--- src/sv/ffar_pkg.sv ---
// Shared types, codes and constants of the fixed frame receiver with address filter.
package ffar_pkg;

   localparam int FRAME_LEN_DEFAULT = 16;

   localparam int BYTE_W     = 8;
   localparam int INDEX_W    = 6;
   localparam int COUNT_W    = 16;
   localparam int CSR_DATA_W = 16;
   localparam int CSR_IDX_W  = 2;

   typedef logic [BYTE_W-1:0]     byte_type;
   typedef logic [1:0]            status_type;
   typedef logic [INDEX_W-1:0]    index_type;
   typedef logic [COUNT_W-1:0]    count_type;
   typedef logic [CSR_IDX_W-1:0]  csr_index_type;
   typedef logic [CSR_DATA_W-1:0] csr_data_type;

   // Result status codes
   localparam status_type ST_IGNORED  = 2'd0;
   localparam status_type ST_STORED   = 2'd1;
   localparam status_type ST_REJECTED = 2'd2;
   localparam status_type ST_ACCEPTED = 2'd3;

   // Register indexes
   localparam csr_index_type REG_HEADER_BYTE = 2'd0;
   localparam csr_index_type REG_END_BYTE    = 2'd1;
   localparam csr_index_type REG_STATION     = 2'd2;

   // Register reset values
   localparam byte_type       HEADER_BYTE_RESET = 8'hFF;
   localparam byte_type       END_BYTE_RESET    = 8'hFC;
   localparam logic [15:0]    STATION_RESET     = 16'h0000;

endpackage

--- src/sv/ffar_ifs.sv ---
// Valid/ready channel interfaces for received bytes and for result items.
interface ffar_req_if import ffar_pkg::*; ();
   logic     valid;
   logic     ready;
   byte_type rx_byte;

   modport source (output valid, output rx_byte, input ready);
   modport sink   (input valid, input rx_byte, output ready);
endinterface

interface ffar_rsp_if import ffar_pkg::*; ();
   logic       valid;
   logic       ready;
   status_type status;
   byte_type   frame_byte;
   index_type  byte_index;
   logic       last;
   count_type  accepted_count;

   modport source (output valid, output status, output frame_byte, output byte_index,
                   output last, output accepted_count, input ready);
   modport sink   (input valid, input status, input frame_byte, input byte_index,
                   input last, input accepted_count, output ready);
endinterface

--- src/sv/ffar_cell.sv ---
// One byte cell of the frame store chain: takes its neighbor's byte on shift.
module ffar_cell import ffar_pkg::*; (
   input  logic     clock,
   input  logic     shift_en,
   input  byte_type neighbor_byte,
   output byte_type cell_byte
);

   byte_type byte_ff;
   byte_type byte_in;

   assign byte_in   = shift_en ? neighbor_byte : byte_ff;
   assign cell_byte = byte_ff;

   always_ff @(posedge clock) begin
      byte_ff <= byte_in;
   end

endmodule

--- src/sv/fixed_frame_receiver_addr_filter_unit.sv ---
// Top level of the fixed-length frame receiver with station address filter.
//
//   channel   | dir | handshake        | payload
//   ----------+-----+------------------+-------------------------------------------
//   req_chan  | in  | valid/ready      | rx_byte
//   rsp_chan  | out | valid/ready      | status, frame_byte, byte_index, last,
//             |     |                  | accepted_count
//   csr_*     | in  | csr_wr_en only   | csr_index, csr_wdata
//
// Each received byte gives one result in the output register the next cycle.
// The byte that completes a good frame instead starts a drain: the frame leaves
// the cell chain one byte per cycle while the output is not stalled.
// Reset is synchronous and clears control state, the configuration registers
// and the output valid, not the cells or the output payload.
// A stalled output holds its item; a new byte is taken only while the output
// register is empty or its result leaves in the same cycle, and never during a drain.
module fixed_frame_receiver_addr_filter_unit import ffar_pkg::*; #(
   parameter int FRAME_LEN = FRAME_LEN_DEFAULT
) (
   input  logic          clock,
   input  logic          reset,
   ffar_req_if.sink      req_chan,
   ffar_rsp_if.source    rsp_chan,
   input  logic          csr_wr_en,
   input  csr_index_type csr_index,
   input  csr_data_type  csr_wdata
);

   localparam int IDX_W = $clog2(FRAME_LEN);
   localparam logic [IDX_W-1:0] LAST_POS = IDX_W'(FRAME_LEN - 1);

   // Configuration registers
   byte_type    header_ff, header_in;
   byte_type    end_ff, end_in;
   logic [15:0] station_ff, station_in;

   // Control state
   logic             in_frame_ff, in_frame_in;
   logic [IDX_W-1:0] wr_pos_ff, wr_pos_in;
   logic             draining_ff, draining_in;
   logic [IDX_W-1:0] drain_idx_ff, drain_idx_in;
   count_type        count_ff, count_in;

   // Output register
   logic       out_valid_ff, out_valid_in;
   status_type out_status_ff, out_status_in;
   byte_type   out_byte_ff, out_byte_in;
   index_type  out_index_ff, out_index_in;
   logic       out_last_ff, out_last_in;
   count_type  out_count_ff, out_count_in;

   // Cell chain
   byte_type cell_q [FRAME_LEN];
   logic     shift_en;

   logic     out_free;
   logic     in_xfer;
   logic     drain_fire;
   logic     is_header;
   logic     frame_good;
   byte_type rx;

   assign rx       = req_chan.rx_byte;
   assign out_free = !out_valid_ff || rsp_chan.ready;
   assign req_chan.ready = !draining_ff && out_free;
   assign in_xfer    = req_chan.valid && req_chan.ready;
   assign drain_fire = draining_ff && out_free;
   assign is_header  = (rx == header_ff);

   // With FRAME_LEN-1 bytes stored, byte k sits in cell k+1.
   assign frame_good = (rx == end_ff) && (cell_q[3] == station_ff[15:8])
                       && (cell_q[4] == station_ff[7:0]);

   // Shift in a new byte while filling; shift toward cell 0 while draining.
   assign shift_en = (in_xfer && (in_frame_ff || is_header)) || drain_fire;

   for (genvar g = 0; g < FRAME_LEN; g++) begin : g_cells
      if (g == FRAME_LEN - 1) begin : g_tail
         ffar_cell u_cell (
            .clock         (clock),
            .shift_en      (shift_en),
            .neighbor_byte (rx),
            .cell_byte     (cell_q[g])
         );
      end else begin : g_body
         ffar_cell u_cell (
            .clock         (clock),
            .shift_en      (shift_en),
            .neighbor_byte (cell_q[g+1]),
            .cell_byte     (cell_q[g])
         );
      end
   end

   // Configuration writes; unknown indexes fall through.
   always_comb begin
      header_in  = header_ff;
      end_in     = end_ff;
      station_in = station_ff;
      if (csr_wr_en) begin
         case (csr_index)
            REG_HEADER_BYTE: header_in  = csr_wdata[7:0];
            REG_END_BYTE:    end_in     = csr_wdata[7:0];
            REG_STATION:     station_in = csr_wdata;
            default:         ;
         endcase
      end
   end

   // Frame tracking, drain sequencing and the output register.
   always_comb begin
      in_frame_in  = in_frame_ff;
      wr_pos_in    = wr_pos_ff;
      draining_in  = draining_ff;
      drain_idx_in = drain_idx_ff;
      count_in     = count_ff;

      out_valid_in  = out_valid_ff && !rsp_chan.ready;
      out_status_in = out_status_ff;
      out_byte_in   = out_byte_ff;
      out_index_in  = out_index_ff;
      out_last_in   = out_last_ff;
      out_count_in  = out_count_ff;

      if (drain_fire) begin
         // Emit cell 0 and advance the burst.
         out_valid_in  = 1'b1;
         out_status_in = ST_ACCEPTED;
         out_byte_in   = cell_q[0];
         out_index_in  = INDEX_W'(drain_idx_ff);
         out_last_in   = (drain_idx_ff == LAST_POS);
         out_count_in  = count_ff;
         drain_idx_in  = drain_idx_ff + 1'b1;
         if (drain_idx_ff == LAST_POS) begin
            draining_in = 1'b0;
         end
      end else if (in_xfer) begin
         out_valid_in = 1'b1;
         out_byte_in  = '0;
         out_last_in  = 1'b1;
         out_count_in = count_ff;
         if (!in_frame_ff) begin
            out_index_in = '0;
            if (is_header) begin
               in_frame_in   = 1'b1;
               wr_pos_in     = IDX_W'(1);
               out_status_in = ST_STORED;
            end else begin
               out_status_in = ST_IGNORED;
            end
         end else if (wr_pos_ff == LAST_POS) begin
            in_frame_in = 1'b0;
            wr_pos_in   = '0;
            if (frame_good) begin
               // Hold off the result; the drain supplies the whole frame.
               out_valid_in = 1'b0;
               count_in     = count_ff + 1'b1;
               draining_in  = 1'b1;
               drain_idx_in = '0;
            end else begin
               out_status_in = ST_REJECTED;
               out_index_in  = INDEX_W'(LAST_POS);
            end
         end else begin
            wr_pos_in     = wr_pos_ff + 1'b1;
            out_status_in = ST_STORED;
            out_index_in  = INDEX_W'(wr_pos_ff);
         end
      end
   end

   always_ff @(posedge clock) begin
      if (reset) begin
         header_ff    <= HEADER_BYTE_RESET;
         end_ff       <= END_BYTE_RESET;
         station_ff   <= STATION_RESET;
         in_frame_ff  <= 1'b0;
         wr_pos_ff    <= '0;
         draining_ff  <= 1'b0;
         drain_idx_ff <= '0;
         count_ff     <= '0;
         out_valid_ff <= 1'b0;
      end else begin
         header_ff    <= header_in;
         end_ff       <= end_in;
         station_ff   <= station_in;
         in_frame_ff  <= in_frame_in;
         wr_pos_ff    <= wr_pos_in;
         draining_ff  <= draining_in;
         drain_idx_ff <= drain_idx_in;
         count_ff     <= count_in;
         out_valid_ff <= out_valid_in;
      end
   end

   always_ff @(posedge clock) begin
      out_status_ff <= out_status_in;
      out_byte_ff   <= out_byte_in;
      out_index_ff  <= out_index_in;
      out_last_ff   <= out_last_in;
      out_count_ff  <= out_count_in;
   end

   assign rsp_chan.valid          = out_valid_ff;
   assign rsp_chan.status         = out_status_ff;
   assign rsp_chan.frame_byte     = out_byte_ff;
   assign rsp_chan.byte_index     = out_index_ff;
   assign rsp_chan.last           = out_last_ff;
   assign rsp_chan.accepted_count = out_count_ff;

endmodule

--- src/flat_wrapper.sv ---
// flat-port wrapper written by rule: the top's interface ports become plain ports
module fixed_frame_receiver_addr_filter_unit_flat import ffar_pkg::*;
#(
   parameter int FRAME_LEN = FRAME_LEN_DEFAULT
)
  (clock, reset, csr_wr_en, csr_index, csr_wdata, req_chan_valid, req_chan_rx_byte, req_chan_ready, rsp_chan_valid, rsp_chan_status, rsp_chan_frame_byte, rsp_chan_byte_index, rsp_chan_last, rsp_chan_accepted_count, rsp_chan_ready);
  ffar_req_if req_chan_i ();
  ffar_rsp_if rsp_chan_i ();
  input  logic clock;
  input  logic reset;
  input  logic csr_wr_en;
  input  csr_index_type csr_index;
  input  csr_data_type csr_wdata;
  input wire logic [$bits(req_chan_i.valid)-1:0] req_chan_valid;
  input wire logic [$bits(req_chan_i.rx_byte)-1:0] req_chan_rx_byte;
  output wire logic [$bits(req_chan_i.ready)-1:0] req_chan_ready;
  output wire logic [$bits(rsp_chan_i.valid)-1:0] rsp_chan_valid;
  output wire logic [$bits(rsp_chan_i.status)-1:0] rsp_chan_status;
  output wire logic [$bits(rsp_chan_i.frame_byte)-1:0] rsp_chan_frame_byte;
  output wire logic [$bits(rsp_chan_i.byte_index)-1:0] rsp_chan_byte_index;
  output wire logic [$bits(rsp_chan_i.last)-1:0] rsp_chan_last;
  output wire logic [$bits(rsp_chan_i.accepted_count)-1:0] rsp_chan_accepted_count;
  input wire logic [$bits(rsp_chan_i.ready)-1:0] rsp_chan_ready;
  assign req_chan_i.valid = req_chan_valid;
  assign req_chan_i.rx_byte = req_chan_rx_byte;
  assign req_chan_ready = req_chan_i.ready;
  assign rsp_chan_valid = rsp_chan_i.valid;
  assign rsp_chan_status = rsp_chan_i.status;
  assign rsp_chan_frame_byte = rsp_chan_i.frame_byte;
  assign rsp_chan_byte_index = rsp_chan_i.byte_index;
  assign rsp_chan_last = rsp_chan_i.last;
  assign rsp_chan_accepted_count = rsp_chan_i.accepted_count;
  assign rsp_chan_i.ready = rsp_chan_ready;
  fixed_frame_receiver_addr_filter_unit #(.FRAME_LEN(FRAME_LEN)) u_core (.clock(clock), .reset(reset), .req_chan(req_chan_i), .rsp_chan(rsp_chan_i), .csr_wr_en(csr_wr_en), .csr_index(csr_index), .csr_wdata(csr_wdata));
endmodule
--- config.mk ---
export PLATFORM = sky130hd
export DESIGN_NAME = fixed_frame_receiver_addr_filter_unit_flat
export DESIGN_NICKNAME = d
export VERILOG_FILES = /design/src/sv/ffar_pkg.sv /design/src/sv/ffar_ifs.sv /design/src/sv/ffar_cell.sv /design/src/sv/fixed_frame_receiver_addr_filter_unit.sv /design/src/flat_wrapper.sv
export SDC_FILE = /design/constraint.sdc
export NUM_CORES = 1
export LEC_CHECK = 0
export BUFFER_PORTS_ARGS = -buffer_cell sky130_fd_sc_hd__buf_4
export CORE_ASPECT_RATIO = 1.5
export CORE_MARGIN = 2
export CORE_UTILIZATION = 28
export CTS_CLUSTER_DIAMETER = 120
export CTS_CLUSTER_SIZE = 30
export DETAILED_ROUTE_END_ITERATION = 8
export GPL_TIMING_DRIVEN = 0
export MAX_ROUTING_LAYER = met4
export PLACE_DENSITY = 0.54
export SLEW_MARGIN = 20
export SYNTH_ARGS = -nofsm -noshare
export SYNTH_HDL_FRONTEND = slang
export SYNTH_SLANG_ARGS = --single-unit
--- constraint.sdc ---
create_clock -name clock -period 16.6 [get_ports clock]
set_input_delay 1.66 -clock clock [delete_from_list [all_inputs] [get_ports clock]]
set_output_delay 1.66 -clock clock [all_outputs]
set_load 0.02 [all_outputs]
Yosys cells after proc, flatten, opt, wreduce, memory -nomap -nowiden:

Cells that the tools add are included.

* flip-flop bits (word level): 220
* bits of input ports: 31
* output and inout bits: 35
* logic and storage cells: 112

* $add $sub $neg: 3
* equal/unequal tests: 11
* multiplexer cells: 37
* bitwise logic cells: 1
* reduce and logical (&&, ||, !) cells: 29

Operators by type and width (count)
* two-way mux 4 bit: 10
* equality test 8 bit: 4
* two-way mux 16 bit: 2
* two-way mux 6 bit: 3
* two-way mux 1 bit: 17
* adder 16 x 1 -> 16 bit (second input constant): 1
* two-way mux 8 bit: 2
* AND reduction 2 bit: 6
* AND reduction 5 bit: 2
* nonzero test 2 bit: 5
* adder 4 x 1 -> 4 bit (second input constant): 2
* equality test 4 bit (second input constant): 2
* logical AND 1 bit: 7
* two-way mux 2 bit: 3
* != test 4 bit (second input constant): 1
* AND reduction 4 bit: 1
* logical NOT 1 bit: 3
* logical OR 1 bit: 3
* != test 3 bit (second input constant): 1
* AND reduction 3 bit: 1
* equality test 2 x 1 -> 1 bit (second input constant): 1
* equality test 2 bit (second input constant): 1
* logical NOT 2 bit: 1
* != test 2 bit (second input constant): 1
* inverter 1 bit: 1

Depth between registers and ports, before layout:

Gate-level depths: netlist (run 1).

* depth after elaboration: 8
* gate-level depth with buffers: 8
* depth with buffers taken out: 6

By module:

Synthesis (run 1) repeated with hierarchy kept, for this count alone.

* cell total of the unflattened synthesis: 545
* area total of the unflattened synthesis: 7886.3 µm²

Modules (own cells, without submodules)
* fixed_frame_receiver_addr_filter_unit: times used 1, cells an instance 417, area an instance 4042.6 µm²
* ffar_cell: times used 16, cells an instance 8, area an instance 240.2 µm²

Least setup slack after synthesis (run 1):

No wires, ideal clock.

* kind: input port to flip-flop
* start: input port req_chan_rx_byte[6]
* end: register u_core.g_cells[0].g_body.u_cell.byte_ff[0], enable pin
* library setup time: 0.793 ns
* arrival: 11.301 ns
* data required time: 15.807 ns
* setup slack: 4.506 ns
* cell stages on the path: 4
* path buffers: 0
* path through: xor2_1 > nor4_1 > a41oi_1 > o21ai_0

* longest elaborated chain between the ends: 4

Ends and longest elaborated chain
* start: declaration: line flat_wrapper.sv:15 `input wire logic [$bits(req_chan_i.rx_byte)-1:0] req_chan_rx_byte;`
* equality test 8 bit: line fixed_frame_receiver_addr_filter_unit.sv:68 `assign is_header = (rx == header_ff);`
* logical OR 1 bit: line fixed_frame_receiver_addr_filter_unit.sv:75 `assign shift_en = (in_xfer && (in_frame_ff || is_header)) || drain_fire;`
* logical AND 1 bit: line fixed_frame_receiver_addr_filter_unit.sv:75
* logical OR 1 bit: line fixed_frame_receiver_addr_filter_unit.sv:75
* named net u_core.g_cells[0].g_body.u_cell.shift_en: line ffar_cell.sv:4 `input logic shift_en,`
* end signal: assignment: line ffar_cell.sv:16 `byte_ff <= byte_in;`
* end: declaration: line ffar_cell.sv:9 `byte_type byte_ff;`

The timed path passes the listed nets, and every way through them passes these cells.
A chain may end at the register's enable or synchronous reset.

Worst setup path after layout (run 1):

* start: input port req_chan_rx_byte[6]
* end: register u_core.g_cells[11].g_body.u_cell.byte_ff[6], enable pin

* longest elaborated chain between the ends: 4

Ends and longest elaborated chain (line)
* equality test 8 bit: fixed_frame_receiver_addr_filter_unit.sv:68
* logical OR 1 bit: fixed_frame_receiver_addr_filter_unit.sv:75
* logical AND 1 bit: fixed_frame_receiver_addr_filter_unit.sv:75
* logical OR 1 bit: fixed_frame_receiver_addr_filter_unit.sv:75
* named net u_core.g_cells[0].g_body.u_cell.shift_en: ffar_cell.sv:4
* end signal: assignment: ffar_cell.sv:16
* end: declaration: ffar_cell.sv:9

The timed path passes the listed nets, and every way through them passes these cells.

==> results.yml, run 1 <==
logic_synthesis:
  ys_async_sr_fraction: 0
  ys_seq_area_frac: 0.758
  synth_edf_count: 157
  yosys.area.top_type: "edfxtp_1"
  muxShareOfSynthArea: 0.0129
  synth_fa_ha_area_frac: 0.00480
  synth_commonest_cells: "157 x edfxtp_1, 77 x nand2_1, 61 x dfxtp_1, 41 x a21oi_1, 21 x xor2_1"
  synth_top_area_frac: 0.602
  synth.ff_latch_count: 218
  synth_cell_type_count: 43
  synth_warnings: 0
  synth_compound_area_frac: 0.0575
  synth_simple_gate_area_frac: 0.113
  synth_top_family_by_area: "simple AND/OR/NAND/NOR gates"
  synth.cell_area_mm2: 0.00783
  postSynthCellCount: 545
  ys_top_cells_by_area: "edfxtp_1 60%, dfxtp_1 16%, nand2_1 3.7%"
  avgSynthCellArea_um2: 14.4
  synth_xor_area_frac: 0.0369
  synth_top_flop_cell: "edfxtp_1"
  yosysMostFrequentCell: "edfxtp_1"
final_layout:
  n_antenna_cell: 0
  fin_nets: 660
  layout-drive-gt1-share: 0.143
  area_delta_synth_final_pct: 17.6
setup_path:
  end_kind: "flop"
  crit_start: "req_chan_rx_byte[6]"
  cp.required_ns: 16.78
  path_class: "in -> reg"
  arrival_ns: 4.24
  critPathLaunchType: "input port"
  crit_path_max_fanout: 26
  regToRegStartpoint: "u_core.header_ff[6]"
cts:
  cts_hold_buf: 0
  clkLatencyLatePin_ns: 0.47
  root_buffer: "clkbuf_16"
  cts_sinks: 218
  htreeDepth: 1
  cts_tree: "built"
  clk_path_buf_depth: 3
  clk_pin_slew_ns: 0.11
  post_cts_buffers: 0
  cts_buffers: 11
  cts_resized: 0
timing:
  setup_viol: 0
  clock.fmax_mhz: 246
  finalCritPeriodShare: 0.245
  slew_viol_final: 0
  finalSetupTns_ns: 0
  fin_skew_ns: 0.0281
  hold_slack_ns: 0.398
  worstMarginPinSlew_ns: 0.911
  hold_viol: 0
  final.min_clock_period_ns: 4.06
  rsz0062_at_grt: "no"
  slew_headroom: 0.384
floorplanning:
  core_region_area_mm2: 0.0278
  die-area_mm2: 0.0293
  die_x_um: 141
  die_height_um: 209
  num_rows: 75
  start_util: 0.282
  io_pins: 66
run_status:
  status: "completed"
global_routing:
  grt.overflow.total: 0
  grt_max_degree: 32
  grt_usage: 0.101
  grt_antenna_before_repair: 0
  grt_pass1_wl_mm: 22.9
  grt_pass1_vias: 4172
detailed_routing:
  drt-wirelength-per-cell_um: 15.2
  post_drt_via_cell_ratio: 4.53
  drt_iter0_drc: 272
  wirelength_mm: 14.8
  num_vias: 4426
  drc: 0
  ant_nets: 0
  drt_first_pass_iters: 4
min_path:
  hold_path.startpoint: "u_core.g_cells[14].g_body.u_cell.cell_byte[1]"
  worstHoldPathType: "reg -> reg"
power_and_ir_drop:
  p_leak_nw: 3.07
  p_per_area_mw_per_mm2: 100
  ir_drop_uv: 92.9
run:
  drv_cap: 0
placed_design:
  gp_congestion: 0.830
  place_hpwl_mm: 10.4
  port_buffers: 62
## state kept, by name (all words and copies together) (netlist names), 2 cells and up
signal / count
u_core.g_cells.g_body.u_cell.cell_byte: 120
u_core.g_cells.g_tail.u_cell.cell_byte: 8
u_core.drain_idx_ff: 4
u_core.station_ff: 16
u_core.rsp_chan.status: 2
u_core.count_ff: 16
u_core.wr_pos_ff: 4
u_core.rsp_chan.frame_byte: 8
u_core.header_ff: 8
u_core.rsp_chan.byte_index: 4
u_core.end_ff: 8
u_core.rsp_chan.accepted_count: 16
## area by class of cell
| class | instances | area, µm² |
|---|---|---|
| fill | 2766 | 18600 |
| sequential | 218 | 5940 |
| multi-input combinational | 300 | 1780 |
| timing repair buffer | 67 | 603 |
| tap | 346 | 433 |
| clock buffer | 16 | 294 |
| buffer | 24 | 114 |
| clock inverter | 1 | 30.0 |
| inverter | 4 | 15.0 |
## critical path: stages
cell	delay [ns]
buf_4	0.14
xor2_1	0.14
nor4_1	0.35
a41oi_1	0.46
o21ai_4	0.82
buf_16	0.26
buf_16	0.19
buf_16	0.19
## per-layer routing
layer / GRT usage / vias up / wire length, µm
met5: - / - / 0
met4: 0.0279 / 0 / 336
met3: 0.0160 / 21 / 944
met2: 0.160 / 114 / 6920
met1: 0.137 / 2123 / 6640
li1: - / 2168 / -
## logic make-up (layout without fill, tap and decap cells)
kind of cell,Yosys count,after routing
buf+inv,28,112
mux,10,10
xor+xnor,33,33
other cells,1,2
simple gates,175,175
flops,218,218
compound gates,77,77
fa+ha+maj,3,3
## power breakdown
part / total (mW) / switching (mW) / internal, mW
sequential: 0.587 / 0.00292 / 0.584
combinational: 0.0392 / 0.0239 / 0.0153
clock: 0.295 / 0.166 / 0.129
total: 0.921 / 0.193 / 0.728
## worst paths after layout
| path | to | slack, ns | depth (start not counted) |
|---|---|---|---|
| worst max register to register | u_core.g_cells[11].g_body.u_cell.cell_byte[6] | 13.51 | 7 |
| worst min-delay path | u_core.g_cells[13].g_body.u_cell.cell_byte[1] | 0.40 | 0 |
| worst min register to register | u_core.g_cells[13].g_body.u_cell.cell_byte[1] | 0.40 | 0 |
| worst max-delay path | u_core.g_cells[11].g_body.u_cell.cell_byte[6] | 12.54 | 8 |
## per-stage QoR
step	utilization	power, mW	cells	instance area, µm²	setup slack (ns)
after floorplan	-	0.619	546	7830	4.51
after global placement	0.314	0.639	954	8730	0.352
after detailed placement	0.320	0.639	959	8880	11.97
after CTS	0.331	0.933	976	9200	12.48
after global routing	0.331	0.955	976	9210	12.29
final	0.331	0.921	976	9210	12.54
## cells in the final DEF, fill, tap and decap left out, types with 2 or more instances in the layout
cell       instances
edfxtp_1         157
nand2_1           76
buf_4             64
dfxtp_1           61
a21oi_1           41
clkbuf_1          23
xor2_1            21
nand3_1           19
and3_1            14
o31ai_1           14
or4_1             13
o21ai_0           12
xnor2_1           12
nor2_1            11
clkbuf_16         11
mux2i_1            9
nand4_1            8
nor4_1             6
nor3_1             5
buf_16             5
nand2b_1           4
o21a_1             4
or3_1              3
nor2b_1            3
and4_1             3
inv_1              3
ha_1               3
buf_6              2
nor3b_1            2
nand3b_1           2
conb_1             2
(Power assumes the default switching activity.)
==> inputs of run 2 (changes only) <==
--- a/config.mk
+++ b/config.mk
@@ -14,7 +14,7 @@
 export DETAILED_ROUTE_END_ITERATION = 8
 export GPL_TIMING_DRIVEN = 0
 export MAX_ROUTING_LAYER = met4
-export PLACE_DENSITY = 0.54
+export PLACE_DENSITY = 0.56
 export SLEW_MARGIN = 20
 export SYNTH_ARGS = -nofsm -noshare
 export SYNTH_HDL_FRONTEND = slang
==> constraint.sdc (replaced) <==
create_clock -name clock -period 3.5 [get_ports clock]
set_input_delay 0.35 -clock clock [delete_from_list [all_inputs] [get_ports clock]]
set_output_delay 0.35 -clock clock [all_outputs]
set_load 0.02 [all_outputs]
==> results.yml, run 2 (same netlist as run 1, synthesis figures left out) <==
run_status:
  status: "completed"
setup_path:
  critPathLaunchType: "flop"
  path_class: "reg -> reg"
  crit_path_max_fanout: 20
  crit_path_frequent_cell: "buf_16"
  arrival_ns: 3.09
  cp_slowest_cell: "o21ai_4"
  cp_cell_sequence: "xor2_1, nor4_1, a41oi_2, o21ai_4, buf_16, buf_16, buf_16, buf_16"
  end_kind: "flop"
  max_stage_delay_ns: 0.58
  cp.required_ns: 3.68
  rr_worst_depth: 8
floorplanning:
  die_height_um: 209
  core_region_area_mm2: 0.0278
  start_util: 0.282
  io_pins: 66
  die-area_mm2: 0.0293
  num_rows: 75
  die_x_um: 141
cts:
  htreeDepth: 1
  root_buffer: "clkbuf_16"
  cts_hold_buf: 0
  cts_sinks: 218
  post_cts_buffers: 0
  clk_path_buf_depth: 3
  cts_resized: 0
  cts_buffers: 11
  cts_tree: "built"
  clk_pin_slew_ns: 0.11
  clkLatencyLatePin_ns: 0.47
global_routing:
  grt_pass1_wl_mm: 23.0
  grt_antenna_before_repair: 0
  grt_usage: 0.101
  grt_pass1_vias: 4223
  grt.overflow.total: 0
  grt_max_degree: 32
power_and_ir_drop:
  p_per_area_mw_per_mm2: 472
  p_leak_nw: 3.08
  p_total_mw: 4.36
  ir_drop_uv: 361
final_layout:
  layout-drive-gt1-share: 0.146
  n_antenna_cell: 0
  area_delta_synth_final_pct: 18.0
  fin_area_mm2: 0.00924
  final_cell_mix: "157 x edfxtp_1, 76 x nand2_1, 64 x buf_4"
  largest_reg_flops: 120
  fin_nets: 661
  nFillCells: 2770
  layout_commonest_cell: "edfxtp_1"
placed_design:
  port_buffers: 62
  placed_area_mm2: 0.00891
  gp_congestion: 0.823
  place_hpwl_mm: 10.4
timing:
  rsz0062_at_grt: "no"
  slew_viol_final: 0
  setup_viol: 0
  slew_headroom: 0.453
  hold_viol: 0
  fin_skew_ns: 0.0293
  clock.fmax_mhz: 344
  finalCritPeriodShare: 0.831
  final.min_clock_period_ns: 2.91
  finalSetupTns_ns: 0
  worstMarginPinSlew_ns: 0.812
min_path:
  holdPathStages: 1
  worstHoldPathType: "in -> reg"
detailed_routing:
  drt-wirelength-per-cell_um: 15.1
  drc: 0
  num_vias: 4432
  drt_iter0_drc: 308
  drt_first_pass_iters: 4
  wirelength_mm: 14.7
  ant_nets: 0
  post_drt_via_cell_ratio: 4.54
run:
  drv_cap: 0
[run 2: cell types whose count changed in the layout (fill, tap and decap cells not counted), sizes merged]
cell | previous run | this run
buf | 73 | 74
[run 2: metal layers]
layer / global-route usage / share of wire
met5: - / 0
met4: 0.0248 / 0.014
met3: 0.0140 / 0.050
met2: 0.160 / 0.46
met1: 0.139 / 0.47
[run 2: worst max-delay path, delay by kind of cell, from the launching register on]
family,cells,cell delay (ns)
XOR/XNOR,1,0.16
AND/OR/NAND/NOR,1,0.38
AO/OA/AOI/OAI,2,0.95
flip-flops,1,0.34
buffers and inverters,4,0.77
[run 2: worst paths after layout]
path	start	slack, ns	to
worst max-delay path	u_core.header_ff[6]	0.59	u_core.g_cells[15].g_tail.u_cell.cell_byte[0]
worst max register to register	u_core.header_ff[6]	0.59	u_core.g_cells[15].g_tail.u_cell.cell_byte[0]
worst min register to register	u_core.g_cells[7].g_body.u_cell.cell_byte[1]	0.39	u_core.g_cells[6].g_body.u_cell.cell_byte[1]
worst min-delay path	req_chan_rx_byte[5]	0.11	u_core.g_cells[15].g_tail.u_cell.cell_byte[5]
[run 2: layout make-up]
| class | instances | area (µm²) | area share |
|---|---|---|---|
| inverters | 4 | 15.0 | 0.00162 |
| plain buffers | 24 | 114 | 0.0123 |
| clock inverters | 1 | 30.0 | 0.00325 |
| repair buffers | 68 | 631 | 0.0682 |
| well taps | 346 | 433 | 0.0469 |
| flip-flops and latches | 218 | 5940 | 0.642 |
| multi-input cells | 300 | 1790 | 0.193 |
| clock buffers | 16 | 294 | 0.0318 |
[run 2: report_power, final]
group | internal (mW) | total (mW) | leakage (nW) | switching (mW)
clock | 0.610 | 1.39 | 0.153 | 0.780
sequential | 2.77 | 2.78 | 1.94 | 0.0143
combinational | 0.0728 | 0.187 | 0.991 | 0.115
[run 2: per-stage QoR]
step	instances	util	hold slack [ns]	setup WS, ns
floorplan	546	-	0.400	-0.119
global placement	954	0.315	0.401	-1.41
detailed placement	960	0.321	0.405	0.380
CTS	977	0.333	0.0933	0.540
global route	977	0.333	0.0923	0.376
finish	977	0.333	0.105	0.591
==> inputs of run 3 (changes only) <==
==> constraint.sdc (replaced) <==
create_clock -name clock -period 2.6 [get_ports clock]
set_input_delay 0.26 -clock clock [delete_from_list [all_inputs] [get_ports clock]]
set_output_delay 0.26 -clock clock [all_outputs]
set_load 0.02 [all_outputs]
==> results.yml, run 3 (same netlist as run 1, synthesis figures left out) <==
run_status:
  status: "completed"
timing:
  clock.fmax_mhz: 419
  worstMarginPinSlew_ns: 0.705
  setup_viol: 0
  slew_headroom: 0.526
  fin_skew_ns: 0.0288
  hold_viol: 0
  hold_slack_ns: 0.0105
  setup_ws_ns: 0.216
  finalCritPeriodShare: 0.917
  rsz0062_at_grt: "no"
  slew_viol_final: 0
  final.min_clock_period_ns: 2.38
power_and_ir_drop:
  p_comb_frac: 0.043
  internal-power_mw: 4.65
  pwr-share-clk: 0.318
  power.switching_mw: 1.22
  ir_drop_uv: 557
  p_leak_nw: 3.11
  power_frac_seq: 0.639
  p_sw_frac: 0.207
  p_per_area_mw_per_mm2: 632
detailed_routing:
  post_drt_via_cell_ratio: 4.52
  drt_iter0_drc: 271
  ant_nets: 0
  drc: 0
  num_vias: 4447
  drt_first_pass_iters: 4
  wirelength_mm: 14.9
  drt-wirelength-per-cell_um: 15.1
floorplanning:
  io_pins: 66
  die-area_mm2: 0.0293
  die_height_um: 209
  die_x_um: 141
  num_rows: 75
  start_util: 0.282
  core_region_area_mm2: 0.0278
final_layout:
  final_cell_mix: "157 x edfxtp_1, 76 x nand2_1, 71 x buf_4"
  largest_reg_flops: 120
  area_delta_synth_final_pct: 18.6
  fin_nets: 668
  layout_commonest_cell: "edfxtp_1"
  layout-drive-gt1-share: 0.158
  final_cells: 984
  n_antenna_cell: 0
  fin_area_mm2: 0.00928
run:
  drv_cap: 0
setup_path:
  timing.rr.end: "u_core.count_ff[11]"
  max_stage_delay_ns: 0.46
  regToRegStartpoint: "u_core.g_cells[3].g_body.u_cell.cell_byte[7]"
  crit_start: "u_core.g_cells[3].g_body.u_cell.cell_byte[7]"
  cp_cell_sequence: "xor2_1, nor4_1, nand4_1, clkbuf_1, clkbuf_1, o31ai_1, a21oi_1"
  arrival_ns: 2.72
  reg2reg_setup_slack_ns: 0.22
  path_class: "reg -> reg"
  end_kind: "flop"
  cp.required_ns: 2.94
  crit_path_max_fanout: 10
  crit_end: "u_core.count_ff[11]"
  critPathLaunchType: "flop"
  cp_slowest_cell: "edfxtp_1"
  crit_path_frequent_cell: "clkbuf_1"
  rr_worst_depth: 7
global_routing:
  grt_antenna_before_repair: 0
  grt_pass1_vias: 4395
  grt_pass1_wl_mm: 23.2
  use_met1: 0.137
  grt_max_degree: 32
  busiest_layer: "met2"
  grt.overflow.total: 0
  grtUsageMet2: 0.162
  met3_usage: 0.0158
  grt_usage: 0.102
cts:
  clkLatencyLatePin_ns: 0.47
  cts_tree: "built"
  cts_sinks: 218
  cts_buffers: 11
  clk_pin_slew_ns: 0.12
  root_buffer: "clkbuf_16"
  clk_path_buf_depth: 3
  htreeDepth: 1
placed_design:
  port_buffers: 62
  dp_cells: 959
  place_hpwl_mm: 10.5
  gp_congestion: 0.840
  dp_slack_ns: -0.310
  placed_area_mm2: 0.00889
min_path:
  worstHoldPathType: "in -> reg"
-- run 3: changes by cell type in the layout (fill, tap and decap cells not counted), sizes merged --
| cell | change |
|---|---|
| buf | +6 |
| dlygate4sd3 | +1 |
-- run 3: critical path: cells and delay by family, from the launching register on --
kind                      cells  cell delay (ns)
buffers and inverters         2             0.57
and+or+nand+nor               2             0.61
xor gates and xnor gates      1             0.17
AOI/OAI and AO/OA             2             0.45
DFF                           1             0.46
-- run 3: through the flow --
| step | power (mW) | util | setup TNS (ns) |
|---|---|---|---|
| 2_1_floorplan | 3.95 | - | -124.33 |
| 3_3_place_gp | 4.08 | 0.315 | -280.39 |
| 3_5_place_dp | 4.08 | 0.320 | -22.20 |
| 4_1_cts | 5.95 | 0.334 | 0 |
| 5_1_grt | 6.08 | 0.334 | 0 |
| 6_report | 5.86 | 0.334 | 0 |
-- run 3: layer usage --
layer,up-vias,share of wire
met2,108,0.49
li1,2174,-
met1,2144,0.45
met3,21,0.052
met4,0,0.016
met5,-,0
-- run 3: worst min-delay path by stage --
stage	start	endpoint	slack [ns]	cells past startpoint
detailed placement	u_core.g_cells[12].g_body.u_cell.cell_byte[7]	u_core.g_cells[11].g_body.u_cell.cell_byte[7]	0.40	0
floorplan	req_chan_rx_byte[0]	u_core.g_cells[15].g_tail.u_cell.cell_byte[0]	0.36	0
finish	req_chan_rx_byte[1]	u_core.g_cells[15].g_tail.u_cell.cell_byte[1]	0.01	1
global placement	u_core.g_cells[1].g_body.u_cell.cell_byte[0]	u_core.g_cells[0].g_body.u_cell.cell_byte[0]	0.40	0
CTS	req_chan_rx_byte[3]	u_core.g_cells[15].g_tail.u_cell.cell_byte[3]	0.002	1
global route	req_chan_rx_byte[6]	u_core.g_cells[15].g_tail.u_cell.cell_byte[6]	0.002	1
-- run 3: layout make-up --
cell class | count | area (µm²)
buffer | 24 | 114
clock buffer | 16 | 294
clock inverter | 1 | 30.0
fill | 2770 | 18500
inverter | 4 | 15.0
multi-input combinational | 300 | 1790
sequential | 218 | 5940
tap | 346 | 433
timing repair buffer | 75 | 666
-- run 3: what timing repair did --
| item | in CTS | in global routing |
|---|---|---|
| endpoints found under the setup margin | 61 | 4 |
| setup buffers | 7 | 0 |
| hold endpoints to repair | 0 | 1 |
| hold buffers | 0 | 1 |
| resized for setup | 1 | 1 |
| pin swaps | 2 | 0 |
-- run 3: power groups by stage --
stage | sequential [mW] | clock, mW | combinational (mW)
after CTS | 3.75 | 1.95 | 0.255
after detailed placement | 3.83 | 0 | 0.254
after global placement | 3.83 | 0 | 0.250
after global routing | 3.75 | 2.05 | 0.277
final | 3.75 | 1.86 | 0.253
after floorplan | 3.85 | 0 | 0.101
